===== config.mk =====
export PLATFORM = sky130hd
export DESIGN_NAME = color_keyed_sprite_blit
export DESIGN_NICKNAME = d
export VERILOG_FILES = /design/src/sv/ckblit_pkg.sv /design/src/sv/ckblit_pack.sv /design/src/sv/color_keyed_sprite_blit.sv
export SDC_FILE = /design/constraint.sdc
export NUM_CORES = 1
export LEC_CHECK = 0
export BUFFER_PORTS_ARGS = -buffer_cell sky130_fd_sc_hd__buf_2
export CORE_UTILIZATION = 50
export DETAILED_ROUTE_END_ITERATION = 16
export PLACE_DENSITY_LB_ADDON = 0.05
export SLEW_MARGIN = 0
export SYNTH_ARGS = -nofsm -noshare
export SYNTH_HDL_FRONTEND = slang
export SYNTH_SLANG_ARGS = --single-unit

===== constraint.sdc =====
create_clock -name i_clk -period 7.15 [get_ports i_clk]
set_input_delay 2.145 -clock i_clk [delete_from_list [all_inputs] [get_ports i_clk]]
set_output_delay 2.145 -clock i_clk [all_outputs]
set_load 0.02 [all_outputs]

===== src/sv/ckblit_pkg.sv =====
// ----------------------------------------------------------------------------
// ckblit_pkg
// Shared types, register indexes and pixel format codes for the
// colour-keyed sprite blitter.
// ----------------------------------------------------------------------------
`default_nettype none

package ckblit_pkg;

    // Pixel packing formats
    localparam int FMT_888 = 0;
    localparam int FMT_444 = 1;
    localparam int FMT_565 = 2;

    // Build-time defaults
    localparam int PIXEL_FORMAT_DEF = FMT_565;
    localparam int MAX_DIM_DEF      = 4096;

    // Field widths
    localparam int CHAN_W = 8;
    localparam int ADDR_W = 24;
    localparam int PIX_W  = 24;
    localparam int CFG_W  = 24;

    // Configuration register indexes
    typedef enum logic [2:0] {
        CFG_DEST_X        = 3'd0,
        CFG_DEST_Y        = 3'd1,
        CFG_BITMAP_WIDTH  = 3'd2,
        CFG_CLIP_WIDTH    = 3'd3,
        CFG_CLIP_HEIGHT   = 3'd4,
        CFG_ROW_STRIDE    = 3'd5,
        CFG_WINDOW_ORIGIN = 3'd6,
        CFG_BRIGHTNESS    = 3'd7
    } t_cfg_idx;

    // Brightness value that leaves 888 channels unscaled
    localparam logic [7:0] BRIGHT_FULL = 8'd255;

endpackage

`default_nettype wire


===== src/sv/ckblit_pack.sv =====
// ----------------------------------------------------------------------------
// ckblit_pack
// Packs one blue/green/red source pixel into the frame-buffer format
// chosen at build time (888 with brightness scaling, 444 or 565).
// ----------------------------------------------------------------------------
`default_nettype none

module ckblit_pack #(
    parameter int PIXEL_FORMAT = ckblit_pkg::PIXEL_FORMAT_DEF
) (
    input  wire logic [ckblit_pkg::CHAN_W-1:0] i_blue,
    input  wire logic [ckblit_pkg::CHAN_W-1:0] i_green,
    input  wire logic [ckblit_pkg::CHAN_W-1:0] i_red,
    input  wire logic [7:0]                    i_brightness,
    output logic      [ckblit_pkg::PIX_W-1:0]  o_pixel
);

    logic [15:0] w_blue_mul;
    logic [15:0] w_green_mul;
    logic [15:0] w_red_mul;

    // Per-channel brightness products, top byte kept
    assign w_blue_mul  = i_blue  * i_brightness;
    assign w_green_mul = i_green * i_brightness;
    assign w_red_mul   = i_red   * i_brightness;

    always_comb begin
        case (PIXEL_FORMAT)
            ckblit_pkg::FMT_888: begin
                if (i_brightness >= ckblit_pkg::BRIGHT_FULL) begin
                    o_pixel = {i_red, i_green, i_blue};
                end else begin
                    o_pixel = {w_red_mul[15:8], w_green_mul[15:8], w_blue_mul[15:8]};
                end
            end
            ckblit_pkg::FMT_444: begin
                o_pixel = {12'd0, i_red[7:4], i_green[7:4], i_blue[7:4]};
            end
            default: begin
                // 565, also used for any unknown format code
                o_pixel = {8'd0, i_red[7:3], i_green[7:2], i_blue[7:3]};
            end
        endcase
    end

endmodule

`default_nettype wire


===== src/sv/color_keyed_sprite_blit.sv =====
// ----------------------------------------------------------------------------
// color_keyed_sprite_blit
// Colour-keyed sprite blitter: turns a raster stream of source pixels into
// frame-buffer writes, dropping black (transparent) and clipped pixels.
//
// Usage:
//   Input beats (i_valid / o_stall) carry one source pixel in raster order;
//   i_last_pixel marks the final pixel of a bitmap and restarts the counters.
//   Each input beat yields exactly one output beat (o_valid / i_stall) with
//   write enable, element address, packed pixel and an end-of-bitmap copy.
//   Address and value read zero when the write enable is low.
//   Configuration beats (i_cfg_valid / o_cfg_ready) write one register by
//   index; the port is always ready. Write it only while the block is idle.
// Timing:
//   An input register then a result register lie between input beat and
//   output beat. Throughput is one pixel per clock while the output is not
//   stalled; the frame address adder, clip compares and packer all sit in the
//   single stage. The bitmap start address is registered from configuration.
// Reset and stall:
//   Synchronous reset loads register defaults and clears the counters and
//   both pipeline stages. A stalled output holds its beat; the input register
//   keeps taking beats until it is also full, then o_stall rises.
// ----------------------------------------------------------------------------
`default_nettype none

module color_keyed_sprite_blit #(
    parameter int PIXEL_FORMAT = ckblit_pkg::PIXEL_FORMAT_DEF,
    parameter int MAX_DIM      = ckblit_pkg::MAX_DIM_DEF
) (
    input  wire logic                           i_clk,
    input  wire logic                           i_rst_n,
    // pixel input
    input  wire logic                           i_valid,
    output logic                                o_stall,
    input  wire logic [ckblit_pkg::CHAN_W-1:0]  i_blue,
    input  wire logic [ckblit_pkg::CHAN_W-1:0]  i_green,
    input  wire logic [ckblit_pkg::CHAN_W-1:0]  i_red,
    input  wire logic                           i_last_pixel,
    // write output
    output logic                                o_valid,
    input  wire logic                           i_stall,
    output logic                                o_write_enable,
    output logic      [ckblit_pkg::ADDR_W-1:0]  o_write_address,
    output logic      [ckblit_pkg::PIX_W-1:0]   o_pixel_value,
    output logic                                o_end_of_bitmap,
    // configuration
    input  wire logic                           i_cfg_valid,
    output logic                                o_cfg_ready,
    input  wire logic [2:0]                     i_cfg_index,
    input  wire logic [ckblit_pkg::CFG_W-1:0]   i_cfg_data
);

    localparam int CW  = $clog2(MAX_DIM);
    localparam int WW  = (CW + 1 > 13) ? CW + 1 : 13;
    localparam int PXW = ((CW > 16) ? CW : 16) + 2;
    localparam int PYW = 18;
    localparam int AW  = ckblit_pkg::ADDR_W;

    // configuration registers
    logic [15:0]   r_dest_x;
    logic [15:0]   r_dest_y;
    logic [12:0]   r_bmp_w;
    logic [12:0]   r_clip_w;
    logic [12:0]   r_clip_h;
    logic [15:0]   r_stride;
    logic [AW-1:0] r_origin;
    logic [7:0]    r_bright;
    logic [AW-1:0] r_start;

    // input stage
    logic                          r_a_valid;
    logic [ckblit_pkg::CHAN_W-1:0] r_a_blue;
    logic [ckblit_pkg::CHAN_W-1:0] r_a_green;
    logic [ckblit_pkg::CHAN_W-1:0] r_a_red;
    logic                          r_a_last;

    // raster position
    logic [CW-1:0] r_col;
    logic [15:0]   r_row;
    logic [AW-1:0] r_row_addr;

    // result stage
    logic                         r_b_valid;
    logic                         r_we;
    logic [AW-1:0]                r_addr;
    logic [ckblit_pkg::PIX_W-1:0] r_val;
    logic                         r_eob;

    logic                         w_adv;
    logic                         w_a_ready;
    logic [AW-1:0]                w_sy24;
    logic [AW-1:0]                w_sx24;
    logic [AW-1:0]                w_mul;
    logic [AW-1:0]                n_start;
    logic                         w_first;
    logic [AW-1:0]                w_cur_addr;
    logic signed [PXW-1:0]        w_px;
    logic signed [PYW-1:0]        w_py;
    logic                         w_vis;
    logic                         w_opaque;
    logic                         w_we;
    logic [WW-1:0]                w_col_inc;
    logic                         w_row_end;
    logic [ckblit_pkg::PIX_W-1:0] w_packed;

    // handshake: result register frees space, input register follows
    assign w_adv     = !r_b_valid || !i_stall;
    assign w_a_ready = !r_a_valid || w_adv;
    assign o_stall   = !w_a_ready;
    assign o_cfg_ready = 1'b1;

    // bitmap start address: origin + stride*dest_y + dest_x, modulo 2^24
    assign w_sy24  = {{(AW-16){r_dest_y[15]}}, r_dest_y};
    assign w_sx24  = {{(AW-16){r_dest_x[15]}}, r_dest_x};
    assign w_mul   = {{(AW-16){1'b0}}, r_stride} * w_sy24;
    assign n_start = r_origin + w_mul + w_sx24;

    // position of the pixel held in the input register
    assign w_first    = (r_col == '0) && (r_row == '0);
    assign w_cur_addr = w_first ? r_start : r_row_addr;

    // clip window test in signed arithmetic
    assign w_px = $signed({{(PXW-CW){1'b0}}, r_col})
                + $signed({{(PXW-16){r_dest_x[15]}}, r_dest_x});
    assign w_py = $signed({2'b00, r_row}) + $signed({{2{r_dest_y[15]}}, r_dest_y});
    assign w_vis = !w_px[PXW-1] && (w_px < $signed({{(PXW-13){1'b0}}, r_clip_w}))
                && !w_py[PYW-1] && (w_py < $signed({{(PYW-13){1'b0}}, r_clip_h}));

    // black is the colour key
    assign w_opaque = (r_a_blue | r_a_green | r_a_red) != '0;
    assign w_we     = w_vis && w_opaque;

    // row ends at bitmap width (zero acts as one) or at the size limit
    assign w_col_inc = {{(WW-CW){1'b0}}, r_col} + WW'(1);
    assign w_row_end = (w_col_inc >= {{(WW-13){1'b0}}, r_bmp_w})
                    || (w_col_inc == WW'(MAX_DIM));

    ckblit_pack #(
        .PIXEL_FORMAT (PIXEL_FORMAT)
    ) u_pack (
        .i_blue       (r_a_blue),
        .i_green      (r_a_green),
        .i_red        (r_a_red),
        .i_brightness (r_bright),
        .o_pixel      (w_packed)
    );

    // configuration writes and start address
    always_ff @(posedge i_clk) begin
        if (!i_rst_n) begin
            r_dest_x <= '0;
            r_dest_y <= '0;
            r_bmp_w  <= 13'd1;
            r_clip_w <= '0;
            r_clip_h <= '0;
            r_stride <= '0;
            r_origin <= '0;
            r_bright <= ckblit_pkg::BRIGHT_FULL;
            r_start  <= '0;
        end else begin
            r_start <= n_start;
            if (i_cfg_valid && o_cfg_ready) begin
                case (i_cfg_index)
                    ckblit_pkg::CFG_DEST_X:        r_dest_x <= i_cfg_data[15:0];
                    ckblit_pkg::CFG_DEST_Y:        r_dest_y <= i_cfg_data[15:0];
                    ckblit_pkg::CFG_BITMAP_WIDTH:  r_bmp_w  <= i_cfg_data[12:0];
                    ckblit_pkg::CFG_CLIP_WIDTH:    r_clip_w <= i_cfg_data[12:0];
                    ckblit_pkg::CFG_CLIP_HEIGHT:   r_clip_h <= i_cfg_data[12:0];
                    ckblit_pkg::CFG_ROW_STRIDE:    r_stride <= i_cfg_data[15:0];
                    ckblit_pkg::CFG_WINDOW_ORIGIN: r_origin <= i_cfg_data[AW-1:0];
                    ckblit_pkg::CFG_BRIGHTNESS:    r_bright <= i_cfg_data[7:0];
                    default: ;
                endcase
            end
        end
    end

    // input register
    always_ff @(posedge i_clk) begin
        if (!i_rst_n) begin
            r_a_valid <= 1'b0;
        end else if (w_a_ready) begin
            r_a_valid <= i_valid;
        end
    end

    always_ff @(posedge i_clk) begin
        if (w_a_ready && i_valid) begin
            r_a_blue  <= i_blue;
            r_a_green <= i_green;
            r_a_red   <= i_red;
            r_a_last  <= i_last_pixel;
        end
    end

    // raster counters and row address, stepped as a pixel moves on
    always_ff @(posedge i_clk) begin
        if (!i_rst_n) begin
            r_col      <= '0;
            r_row      <= '0;
            r_row_addr <= '0;
        end else if (w_adv && r_a_valid) begin
            if (r_a_last) begin
                r_col      <= '0;
                r_row      <= '0;
                r_row_addr <= w_cur_addr;
            end else if (w_row_end) begin
                r_col      <= '0;
                r_row      <= r_row + 16'd1;
                r_row_addr <= w_cur_addr + {{(AW-16){1'b0}}, r_stride};
            end else begin
                r_col      <= r_col + CW'(1);
                r_row_addr <= w_cur_addr;
            end
        end
    end

    // result register
    always_ff @(posedge i_clk) begin
        if (!i_rst_n) begin
            r_b_valid <= 1'b0;
        end else if (w_adv) begin
            r_b_valid <= r_a_valid;
        end
    end

    always_ff @(posedge i_clk) begin
        if (w_adv && r_a_valid) begin
            r_we   <= w_we;
            r_addr <= w_we ? (w_cur_addr + {{(AW-CW){1'b0}}, r_col}) : '0;
            r_val  <= w_we ? w_packed : '0;
            r_eob  <= r_a_last;
        end
    end

    assign o_valid         = r_b_valid;
    assign o_write_enable  = r_we;
    assign o_write_address = r_addr;
    assign o_pixel_value   = r_val;
    assign o_end_of_bitmap = r_eob;

endmodule

`default_nettype wire

==> insert_results.sql, run 1 <==
INSERT INTO impl_metrics (metric_group, metric, value, unit) VALUES
('placement', 'detailed_place.area', '23400', 'sq um'),
('hold_path', 'holdCritPathClass', 'register to register', ''),
('clocking', 'clock_latency', '0.61', 'ns'),
('die', 'die_area', '45800', 'sq um'),
('synth', 'synth.top_cells.by_area', 'sky130_fd_sc_hd__fa_1 19%, sky130_fd_sc_hd__dfxtp_1 17%, sky130_fd_sc_hd__ha_1 11%', ''),
('cells_and_area', 'final_nets', '3099', ''),
('sta', 'finalSetupViolations', '0', ''),
('critical_path', 'worst_setup_path_start_kind', 'register', ''),
('grt', 'number_of_antenna_violations_at_the_first_check_in_global_routing', '2', ''),
('critical_path', 'critical_path_class', 'register to register', ''),
('clocking', 'cts_hold_buf', '0', ''),
('cells_and_area', 'layout.filler_cells', '4136', ''),
('grt', 'overflow', '0', ''),
('synth', 'yosys.area_share.simple', '0.190', ''),
('grt', 'grt_most_used_layer', 'met2', ''),
('pwr', 'total_net_switching_power', '0.947', 'mW'),
('critical_path', 'critPathMaxFanout', '18', ''),
('run_status', 'outcome', 'completed', ''),
('clocking', 'cts_htree_levels', '1', ''),
('die', 'core_region_area', '44200', 'sq um'),
('die', 'num_io_pins', '110', ''),
('clocking', 'post_cts.repair.setup_buffers', '0', ''),
('route', 'detail-route-antenna-nets', '0', ''),
('synth', 'postSynthAreaPerCell', '8.71', 'sq um'),
('clocking', 'cts.sink_count', '256', ''),
('placement', 'placement.io_buffers', '100', ''),
('placement', 'placedCellCount', '3193', ''),
('grt', 'grt_max_degree', '77', ''),
('synth', 'mux_share_of_post_synthesis_cell_area', '0.0152', ''),
('die', 'die_h', '214', 'um'),
('sta', 'slew_headroom', '0.216', ''),
('sta', 'post-route-min-period', '6.28', 'ns'),
('placement', 'dp.final_hpwl', '47800', 'um'),
('route', 'firstDrtPassIters', '5', ''),
('pwr', 'sequentialPowerShare', '0.444', ''),
('clocking', 'buffer_depth_of_the_longest_clock_path', '3', ''),
('cells_and_area', 'fin_area', '24400', 'sq um'),
('synth', 'dominant_combinational_cell_family_by_area_after_synthesis', 'adder cells', ''),
('synth', 'post_synth_top_cells', '396 x sky130_fd_sc_hd__nand2_1, 352 x sky130_fd_sc_hd__inv_1, 215 x sky130_fd_sc_hd__fa_1, 194 x sky130_fd_sc_hd__ha_1, 189 x sky130_fd_sc_hd__dfxtp_1', ''),
('grt', 'grt_usage', '0.274', ''),
('synth', 'synth_top_flop_cell', 'sky130_fd_sc_hd__dfxtp_1', ''),
('route', 'num_vias', '17900', ''),
('clocking', 'cts.repair.resized', '0', ''),
('sta', 'fin_crit_sh', '0.878', ''),
('cells_and_area', 'multi_input_gate_area', '14900', 'sq um'),
('synth', 'number_of_enable_type_register_cells_in_the_synthesized_netlist', '67', ''),
('sta', 'worst_clock_skew', '0.0401', 'ns'),
('synth', 'synthesis.yosys.warnings', '0', ''),
('critical_path', 'cp.arrival', '6.78', 'ns'),
('placement', 'place_worst_setup_slack', '0.970', 'ns'),
('cells_and_area', 'antenna-diode-count', '0', ''),
('route', 'detailedRoute.firstIterationViolations', '1307', ''),
('cells_and_area', 'layout.area.seq', '5800', 'sq um'),
('critical_path', 'timing.critical_path.to_type', 'register', ''),
('clocking', 'cts.clk_slew.worst_paths', '0.06', 'ns'),
('cells_and_area', 'syn_to_final_growth', '8.83', '%'),
('pwr', 'power_leakage', '10.8', 'nW'),
('clocking', 'tritoncts', 'built', ''),
('sta', 'setup_repair_after_global_routing_missed_its_margin', 'false', ''),
('die', 'initial_utilization', '0.508', ''),
('pwr', 'power-per-cell-area', '146', 'nW/um^2'),
('grt', 'gr_met3_demand_resource', '0.0290', ''),
('placement', 'gp_routability_congestion', '0.888', ''),
('grt', 'grt.met2_usage', '0.455', ''),
('synth', 'distinct_cells_synth', '74', ''),
('sta', 'max_freq', '159', 'MHz'),
('synth', 'yosys_register_bits', '256', ''),
('synth', 'seq_area_frac_synth', '0.258', ''),
('die', 'die_width', '214', 'um'),
('pwr', 'switching_share', '0.266', ''),
('clocking', 'cts.root.buffer_cell', 'sky130_fd_sc_hd__clkbuf_16', '');
[final timing paths]
kind / startpoint / end / slack [ns] / depth (start not counted)
setup / recovery: r_dest_y[3] / r_start[22] / 0.87 / 19
hold / removal: r_clip_h[3] / r_clip_h[3] / 0.45 / 2
setup reg to reg: r_dest_y[3] / r_start[22] / 0.87 / 19
hold reg to reg: r_clip_h[3] / r_clip_h[3] / 0.45 / 2
[cells by family after synthesis]
family / count (synthesis)
XOR/XNOR: 111
buffers and inverters: 457
multiplexers: 32
AO/OA/AOI/OAI: 406
adder cells (fa/ha/maj): 409
other: 2
flip-flops: 256
AND/OR/NAND/NOR: 906
[worst max-delay path, stage by stage (launching register included)]
cell,delay (ns)
sky130_fd_sc_hd__dfxtp_1,0.94
sky130_fd_sc_hd__nand2_1,0.18
sky130_fd_sc_hd__fa_1,0.45
sky130_fd_sc_hd__inv_1,0.09
sky130_fd_sc_hd__fa_1,0.41
sky130_fd_sc_hd__ha_1,0.33
sky130_fd_sc_hd__fa_1,0.46
sky130_fd_sc_hd__ha_1,0.29
sky130_fd_sc_hd__inv_1,0.05
sky130_fd_sc_hd__fa_1,0.53
sky130_fd_sc_hd__inv_1,0.04
sky130_fd_sc_hd__ha_1,0.35
sky130_fd_sc_hd__and3_1,0.19
sky130_fd_sc_hd__a211oi_1,0.52
sky130_fd_sc_hd__a21oi_1,0.17
sky130_fd_sc_hd__o31a_1,0.30
sky130_fd_sc_hd__o211ai_1,0.22
sky130_fd_sc_hd__a31oi_1,0.17
sky130_fd_sc_hd__nor4_1,0.29
sky130_fd_sc_hd__a311o_1,0.18
[sequential cells by signal (all words and copies together), names as in the netlist]
name,flops
r_row,16
o_valid,1
r_col,12
r_stride,16
r_clip_h,13
r_start,24
o_end_of_bitmap,1
r_origin,24
r_a_blue,8
o_write_enable,1
r_clip_w,13
o_pixel_value,16
r_dest_y,16
r_a_red,8
r_a_valid,1
o_write_address,24
r_a_green,8
r_row_addr,24
r_bmp_w,13
r_dest_x,16
r_a_last,1
[power groups by stage]
stage | Combinational, mW | Sequential, mW | Clock (mW)
final | 0.394 | 1.58 | 1.59
after global routing | 0.436 | 1.59 | 1.68
after CTS | 0.395 | 1.58 | 1.62
after detailed placement | 0.393 | 1.61 | 0
after global placement | 0.388 | 1.61 | 0
after floorplan | 0.258 | 1.61 | 0
[cell type report]
| cell class | count | area share |
|---|---|---|
| clock inverter | 14 | 0.00793 |
| multi-input combinational | 1873 | 0.611 |
| tap | 592 | 0.0303 |
| clock buffer | 41 | 0.0336 |
| timing repair buffer | 117 | 0.0257 |
| inverter | 355 | 0.0546 |
| sequential | 256 | 0.237 |
[metal layers]
layer	wire length (um)	part of all wire	vias up
li1	-	-	8523
met1	28100	0.45	8807
met2	29200	0.47	482
met3	3390	0.055	83
met4	1390	0.022	0
met5	0	0	-
[layout by cell type (no fill, tap or decap), types with 6 or more instances in the layout]
cell type	n
sky130_fd_sc_hd__o21ai_0	52
sky130_fd_sc_hd__a31oi_1	9
sky130_fd_sc_hd__and3_1	16
sky130_fd_sc_hd__mux2i_1	15
sky130_fd_sc_hd__xor2_1	34
sky130_fd_sc_hd__fa_1	215
sky130_fd_sc_hd__nor4_1	20
sky130_fd_sc_hd__nand3b_1	7
sky130_fd_sc_hd__nand2b_1	20
sky130_fd_sc_hd__edfxtp_1	67
sky130_fd_sc_hd__nand4_1	15
sky130_fd_sc_hd__nor2b_1	21
sky130_fd_sc_hd__clkbuf_1	8
sky130_fd_sc_hd__mux2_2	17
sky130_fd_sc_hd__o311ai_0	6
sky130_fd_sc_hd__o2111ai_1	8
sky130_fd_sc_hd__nor2_1	137
sky130_fd_sc_hd__conb_1	9
sky130_fd_sc_hd__o31ai_1	6
sky130_fd_sc_hd__clkbuf_16	30
sky130_fd_sc_hd__or3_1	9
sky130_fd_sc_hd__xnor2_1	77
sky130_fd_sc_hd__a211oi_1	21
sky130_fd_sc_hd__nand3_1	51
sky130_fd_sc_hd__dfxtp_1	189
sky130_fd_sc_hd__a21o_1	25
sky130_fd_sc_hd__nand2_1	396
sky130_fd_sc_hd__o211ai_1	14
sky130_fd_sc_hd__a21oi_1	186
sky130_fd_sc_hd__buf_4	17
sky130_fd_sc_hd__and2_1	150
sky130_fd_sc_hd__o21bai_1	7
sky130_fd_sc_hd__ha_1	194
sky130_fd_sc_hd__inv_1	352
sky130_fd_sc_hd__nor3_1	36
sky130_fd_sc_hd__buf_2	100
sky130_fd_sc_hd__o21a_1	25
[per-stage QoR]
step	utilization	hold WS, ns
final	0.553	0.452
after global routing	0.553	0.475
after CTS	0.553	0.456
after detailed placement	0.530	0.447
after global placement	0.530	0.442
after floorplan	-	0.429
Power figures use the tool's default switching activity.
==> inputs of run 2 (changes only) <==
- RECOVER_POWER: unset -> 50
==> run 2 against run 1 <==
- the flow now finishes with violations (max-capacitance violations, max-slew violations)
- fmax hardly changed
- global-route usage unchanged
- register-to-register slack hardly changed
- largest cell class unchanged
- highest routed layer unchanged
==> insert_results.sql, run 2 (synthesis results as in run 1) <==
INSERT INTO impl_metrics (metric_group, metric, value, unit) VALUES
('placement', 'placement.io_buffers', '100', ''),
('sta', 'worst_clock_skew', '0.0356', 'ns'),
('clocking', 'post_cts.repair.setup_buffers', '0', ''),
('cells_and_area', 'final_util', '0.551', ''),
('die', 'floorplan.rows', '77', ''),
('critical_path', 'worstReg2RegEnd', 'r_start[22]', ''),
('clocking', 'numCtsBuffers', '30', ''),
('critical_path', 'critical_path_class', 'register to register', ''),
('sta', 'max_freq', '159', 'MHz'),
('sta', 'worst_slack', '0.877', 'ns'),
('route', 'post_detailed_route_drc_marker_count', '0', ''),
('route', 'drt_wl_total', '62200', 'um'),
('cells_and_area', 'syn_to_final_growth', '8.52', '%'),
('route', 'wl_per_cell', '19.1', 'um'),
('route', 'detail-route-antenna-nets', '0', ''),
('cells_and_area', 'ratio_of_cells_with_drive_above_1_in_the_final_layout', '0.0550', ''),
('die', 'die_area', '45800', 'sq um'),
('run_status', 'outcome', 'complete, but fails checks', ''),
('critical_path', 'timing.critical_path.to_type', 'register', ''),
('critical_path', 'worst_setup_path_start_kind', 'register', ''),
('route', 'detailedRoute.firstIterationViolations', '1297', ''),
('route', 'num_vias', '17800', ''),
('clocking', 'cts_hold_buf', '0', ''),
('pwr', 'power_leakage', '10.6', 'nW'),
('grt', 'grt_usage', '0.274', ''),
('clocking', 'cts.root.buffer_cell', 'sky130_fd_sc_hd__clkbuf_16', ''),
('sta', 'setup_repair_after_global_routing_missed_its_margin', 'false', ''),
('die', 'initial_utilization', '0.508', ''),
('placement', 'dp.final_hpwl', '47800', 'um'),
('run_status', 'failed_checks', 'max-capacitance violations, max-slew violations', ''),
('critical_path', 'worst_ep_required_time', '7.66', 'ns'),
('clocking', 'cts.repair.resized', '0', ''),
('route', 'firstDrtPassIters', '5', ''),
('placement', 'placedCellCount', '3193', ''),
('critical_path', 'critPathMaxFanout', '18', ''),
('cells_and_area', 'final_nets', '3099', ''),
('cells_and_area', 'mostFrequentLayoutCells', '396 x sky130_fd_sc_hd__nand2_1, 353 x sky130_fd_sc_hd__inv_1, 215 x sky130_fd_sc_hd__fa_1, 194 x sky130_fd_sc_hd__ha_1, 189 x sky130_fd_sc_hd__dfxtp_1', ''),
('clocking', 'cts.sink_count', '256', ''),
('hold_path', 'min_delay_worst_endpoint', 'r_clip_h[3]', ''),
('sta', 'timing.final.max_slew_violations', '206', ''),
('critical_path', 'regToRegSetupSlack', '0.88', 'ns'),
('pwr', 'vdd_ir_drop_max', '0.182', 'mV'),
('critical_path', 'crit-reg2reg-launch', 'r_dest_y[4]', ''),
('critical_path', 'r2r_cells', '19', ''),
('grt', 'wire_length_of_the_first_global_routing_pass', '99100', 'um'),
('die', 'core_region_area', '44200', 'sq um'),
('grt', 'grt_max_degree', '77', ''),
('pwr', 'power-per-cell-area', '146', 'nW/um^2'),
('hold_path', 'min_from', 'r_clip_h[3]', ''),
('sta', 'timing_hold_violations_final', '0', ''),
('run', 'max_cap_violations', '5', ''),
('sta', 'fin_crit_sh', '0.877', ''),
('clocking', 'clock_latency', '0.61', 'ns'),
('clocking', 'buffer_depth_of_the_longest_clock_path', '3', ''),
('route', 'post_drt_via_cell_ratio', '5.49', ''),
('sta', 'slew_headroom', '-1.09', ''),
('placement', 'gp_routability_congestion', '0.888', ''),
('critical_path', 'timing.critical_path.from', 'r_dest_y[4]', ''),
('sta', 'fin_tns_setup', '0', 'ns'),
('hold_path', 'whs_path_depth', '2', ''),
('die', 'die_width', '214', 'um'),
('cells_and_area', 'most_common_cell_after_layout_fill_and_taps_aside', 'sky130_fd_sc_hd__nand2_1', ''),
('clocking', 'cts_htree_levels', '1', ''),
('grt', 'grt_pass1_vias', '18000', ''),
('clocking', 'tritoncts', 'built', ''),
('hold_path', 'holdCritPathClass', 'register to register', ''),
('clocking', 'cts.clk_slew.worst_paths', '0.06', 'ns'),
('grt', 'overflow', '0', ''),
('cells_and_area', 'post_layout_nonfiller_instances', '3250', ''),
('critical_path', 'cp.arrival', '6.78', 'ns'),
('grt', 'number_of_antenna_violations_at_the_first_check_in_global_routing', '2', ''),
('sta', 'finalSetupViolations', '0', ''),
('die', 'num_io_pins', '110', ''),
('placement', 'place_worst_setup_slack', '0.970', 'ns'),
('sta', 'timing_worst_slew_pin_value', '3.11', 'ns'),
('sta', 'post-route-min-period', '6.27', 'ns'),
('die', 'die_h', '214', 'um');
-- run 2: changes by cell type in the layout (fill, tap and decap cells not counted) --
cell	before	now
sky130_fd_sc_hd__clkbuf_1	8	57
sky130_fd_sc_hd__buf_2	100	54
sky130_fd_sc_hd__buf_4	17	13
sky130_fd_sc_hd__diode_2	0	2
sky130_fd_sc_hd__and2_0	0	1
sky130_fd_sc_hd__and2_1	150	149
sky130_fd_sc_hd__clkbuf_2	0	1
sky130_fd_sc_hd__clkinvlp_2	0	1
sky130_fd_sc_hd__inv_1	352	353
sky130_fd_sc_hd__inv_2	2	1
sky130_fd_sc_hd__inv_4	1	0
sky130_fd_sc_hd__nor2b_1	21	22
sky130_fd_sc_hd__nor2b_2	1	0
-- run 2: how the worst max path moves through the flow --
stage | end | slack [ns] | depth (start not counted)
floorplan | r_start[21] | 1.54 | 21
global placement | r_start[22] | 1.11 | 19
detailed placement | r_start[22] | 0.97 | 20
CTS | r_start[22] | 0.93 | 19
global route | r_start[22] | 0.54 | 19
finish | r_start[22] | 0.88 | 19
-- run 2: worst max-delay path, stage by stage, from the launching register on --
cell	delay (ns)
sky130_fd_sc_hd__dfxtp_1	0.93
sky130_fd_sc_hd__nand2_1	0.16
sky130_fd_sc_hd__fa_1	0.50
sky130_fd_sc_hd__fa_1	0.54
sky130_fd_sc_hd__inv_1	0.04
sky130_fd_sc_hd__ha_1	0.19
sky130_fd_sc_hd__fa_1	0.48
sky130_fd_sc_hd__ha_1	0.29
sky130_fd_sc_hd__inv_1	0.05
sky130_fd_sc_hd__fa_1	0.53
sky130_fd_sc_hd__inv_1	0.04
sky130_fd_sc_hd__ha_1	0.35
sky130_fd_sc_hd__and3_1	0.19
sky130_fd_sc_hd__a211oi_1	0.52
sky130_fd_sc_hd__a21oi_1	0.17
sky130_fd_sc_hd__o31a_1	0.30
sky130_fd_sc_hd__o211ai_1	0.22
sky130_fd_sc_hd__a31oi_1	0.17
sky130_fd_sc_hd__nor4_1	0.31
sky130_fd_sc_hd__a311o_1	0.19
-- run 2: layer usage --
layer / global-route usage / vias to the layer above / share of wire
met5: 0 / - / 0
met4: 0.0712 / 0 / 0.022
met2: 0.455 / 474 / 0.47
li1: - / 8524 / -
met3: 0.0290 / 80 / 0.056
met1: 0.381 / 8763 / 0.45
-- run 2: report_power, final --
part / switching, mW / total, mW / internal [mW]
registers: 0.0459 / 1.58 / 1.54
logic: 0.260 / 0.389 / 0.130
clock network: 0.642 / 1.59 / 0.947
-- run 2: per-stage QoR --
stage               instance area (sq um)  hold WS (ns)  power (mW)
floorplan                           22500         0.429        1.86
global placement                    23400         0.442        2.00
detailed placement                  23400         0.447        2.01
CTS                                 24400         0.456        3.59
global route                        24400         0.475        3.70
finish                              24400         0.452        3.56
-- run 2: final cells by class --
type	count	area, sq um
Sequential cell	256	5800
Timing Repair Buffer	117	557
Clock inverter	14	194
Multi-Input combinational cell	1873	14900
Tap cell	592	741
Antenna cell	2	5.00
Clock buffer	41	822
Inverter	355	1330
Fill cell	4171	19800
==> inputs of run 3 (changes only) <==
- RECOVER_POWER: 50 -> 25
==> run 3 against run 2 <==
- the flow still finishes with violations (max-capacitance violations, max-slew violations)
- sequential cell count unchanged
- core utilization up 0.090 points
- sequential share of layout area about the same
- final area up 0.16%
- first-iteration DRC count up 0.23%
- critical path type unchanged
- largest cell class unchanged
- highest routed layer unchanged
==> insert_results.sql, run 3 (synthesis results as in run 1) <==
INSERT INTO impl_metrics (metric_group, metric, value, unit) VALUES
('route', 'wl_per_cell', '19.1', 'um'),
('critical_path', 'path_common_cell', 'sky130_fd_sc_hd__fa_1', ''),
('die', 'initial_utilization', '0.508', ''),
('sta', 'finalSetupViolations', '0', ''),
('route', 'post_detailed_route_drc_marker_count', '0', ''),
('sta', 'timing.final.max_slew_violations', '103', ''),
('sta', 'max_freq', '159', 'MHz'),
('cells_and_area', 'final_nets', '3099', ''),
('clocking', 'cts.clk_slew.worst_paths', '0.06', 'ns'),
('sta', 'timing_worst_slew_pin_value', '3.13', 'ns'),
('pwr', 'vdd_ir_drop_max', '0.182', 'mV'),
('sta', 'slew_headroom', '-1.10', ''),
('critical_path', 'worst_path_max_delay_cell', 'sky130_fd_sc_hd__dfxtp_1', ''),
('grt', 'wire_length_of_the_first_global_routing_pass', '99100', 'um'),
('die', 'die_width', '214', 'um'),
('cells_and_area', 'ratio_of_cells_with_drive_above_1_in_the_final_layout', '0.0659', ''),
('critical_path', 'crit_path_cell_trace', 'nand2_1 -> fa_1 -> fa_1 -> inv_1 -> ha_1 -> fa_1 -> ha_1 -> inv_1 -> fa_1 -> inv_1 -> ha_1 -> and3_1 -> a211oi_1 -> a21oi_1 -> o31a_1 -> o211ai_1 -> a31oi_1 -> nor4_1 -> a311o_1', ''),
('run', 'max_cap_violations', '2', ''),
('placement', 'dp.final_hpwl', '47800', 'um'),
('cells_and_area', 'post_layout_nonfiller_instances', '3248', ''),
('sta', 'worst_clock_skew', '0.0391', 'ns'),
('route', 'drt_wl_total', '62200', 'um'),
('sta', 'worst_slack', '0.880', 'ns'),
('sta', 'setup_repair_after_global_routing_missed_its_margin', 'false', ''),
('critical_path', 'worst_setup_path_start_kind', 'register', ''),
('clocking', 'numCtsBuffers', '30', ''),
('cells_and_area', 'layout.filler_cells', '4150', ''),
('critical_path', 'critPathBufInv', '3', ''),
('grt', 'grt_pass1_vias', '18000', ''),
('route', 'firstDrtPassIters', '5', ''),
('die', 'floorplan.rows', '77', ''),
('critical_path', 'worst_ep_required_time', '7.66', 'ns'),
('die', 'num_io_pins', '110', ''),
('route', 'detail-route-antenna-nets', '0', ''),
('critical_path', 'crit_path_max_delay_family', 'adder cells', ''),
('sta', 'timing_hold_violations_final', '0', ''),
('clocking', 'post_cts.repair.setup_buffers', '0', ''),
('cells_and_area', 'syn_to_final_growth', '8.70', '%'),
('cells_and_area', 'most_common_cell_after_layout_fill_and_taps_aside', 'sky130_fd_sc_hd__nand2_1', ''),
('critical_path', 'timing.critical_path.to_type', 'register', ''),
('pwr', 'power_leakage', '10.7', 'nW'),
('die', 'die_h', '214', 'um'),
('cells_and_area', 'antenna-diode-count', '0', ''),
('hold_path', 'holdCritPathClass', 'register to register', ''),
('sta', 'post-route-min-period', '6.27', 'ns'),
('sta', 'fin_tns_setup', '0', 'ns'),
('cells_and_area', 'mostFrequentLayoutCells', '396 x sky130_fd_sc_hd__nand2_1, 352 x sky130_fd_sc_hd__inv_1, 215 x sky130_fd_sc_hd__fa_1, 194 x sky130_fd_sc_hd__ha_1, 189 x sky130_fd_sc_hd__dfxtp_1', ''),
('die', 'core_region_area', '44200', 'sq um'),
('critical_path', 'critical_path_class', 'register to register', ''),
('route', 'post_drt_via_cell_ratio', '5.50', ''),
('grt', 'grt_usage', '0.274', ''),
('placement', 'place_worst_setup_slack', '0.970', 'ns'),
('placement', 'placement.io_buffers', '100', ''),
('clocking', 'cts_hold_buf', '0', ''),
('pwr', 'design_power_total', '3.56', 'mW'),
('route', 'num_vias', '17900', ''),
('pwr', 'power-per-cell-area', '146', 'nW/um^2'),
('clocking', 'cts.sink_count', '256', ''),
('grt', 'overflow', '0', ''),
('placement', 'gp_routability_congestion', '0.888', ''),
('run_status', 'outcome', 'complete, but fails checks', ''),
('critical_path', 'cp.arrival', '6.78', 'ns'),
('placement', 'placedCellCount', '3193', ''),
('clocking', 'clock_latency', '0.61', 'ns'),
('clocking', 'buffer_depth_of_the_longest_clock_path', '3', ''),
('clocking', 'cts_htree_levels', '1', ''),
('clocking', 'cts.repair.resized', '0', ''),
('clocking', 'tritoncts', 'built', ''),
('critical_path', 'worst_path_largest_cell_delay', '0.94', 'ns'),
('grt', 'grt_max_degree', '77', ''),
('sta', 'hold_ws', '0.452', 'ns'),
('critical_path', 'critPathMaxFanout', '18', ''),
('grt', 'number_of_antenna_violations_at_the_first_check_in_global_routing', '2', ''),
('clocking', 'cts.root.buffer_cell', 'sky130_fd_sc_hd__clkbuf_16', ''),
('die', 'die_area', '45800', 'sq um'),
('sta', 'fin_crit_sh', '0.877', ''),
('run_status', 'failed_checks', 'max-capacitance violations, max-slew violations', ''),
('route', 'detailedRoute.firstIterationViolations', '1300', '');
[run 3: changes by cell type in the layout (fill, tap and decap cells not counted)]
cell	previous run	this run
sky130_fd_sc_hd__clkbuf_2	1	0
sky130_fd_sc_hd__clkbuf_1	57	29
sky130_fd_sc_hd__inv_1	353	352
sky130_fd_sc_hd__buf_4	13	17
sky130_fd_sc_hd__inv_2	1	2
sky130_fd_sc_hd__diode_2	2	0
sky130_fd_sc_hd__buf_2	54	79
[run 3: area by class of cell]
cell class	count	area, sq um	area share
multi-input combinational	1873	14900	0.611
sequential	256	5800	0.237
inverter	355	1330	0.0546
clock buffer	41	822	0.0337
tap	592	741	0.0303
timing repair buffer	117	602	0.0247
clock inverter	14	194	0.00794
[run 3: worst register-to-register path, delay by kind of cell (launching register included)]
family	cells	cell delay, ns
buffers and inverters	3	0.13
AO/OA/AOI/OAI	6	1.56
AND/OR/NAND/NOR	3	0.65
adder cells (fa/ha/maj)	7	2.88
flip-flops	1	0.94
[run 3: routing by layer]
metal  vias up  routed length (um)  global-route usage
li1       8520                   -                   -
met1      8775               28100               0.381
met2       483               29300               0.455
met3        79                3380              0.0290
met4         0                1360              0.0712
met5         -                   0                   0
[run 3: through the flow]
stage | area [sq um] | utilization
after global placement | 23400 | 0.530
after detailed placement | 23400 | 0.530
final | 24400 | 0.552
after CTS | 24400 | 0.553
after global routing | 24400 | 0.552
after floorplan | 22500 | -
[run 3: path summary, 6_finish.rpt]
| path | end | start | slack [ns] | cells past startpoint |
|---|---|---|---|---|
| worst min register to register | r_clip_h[3] | r_clip_h[3] | 0.45 | 2 |
| worst max register to register | r_start[22] | r_dest_y[4] | 0.88 | 19 |
| worst min-delay path | r_clip_h[3] | r_clip_h[3] | 0.45 | 2 |
| worst max-delay path | r_start[22] | r_dest_y[4] | 0.88 | 19 |
[run 3: where the power goes]
| part | leakage [nW] | switching (mW) | internal [mW] |
|---|---|---|---|
| combinational | 8.05 | 0.260 | 0.132 |
| sequential | 2.17 | 0.0455 | 1.54 |
| clock | 0.495 | 0.641 | 0.947 |
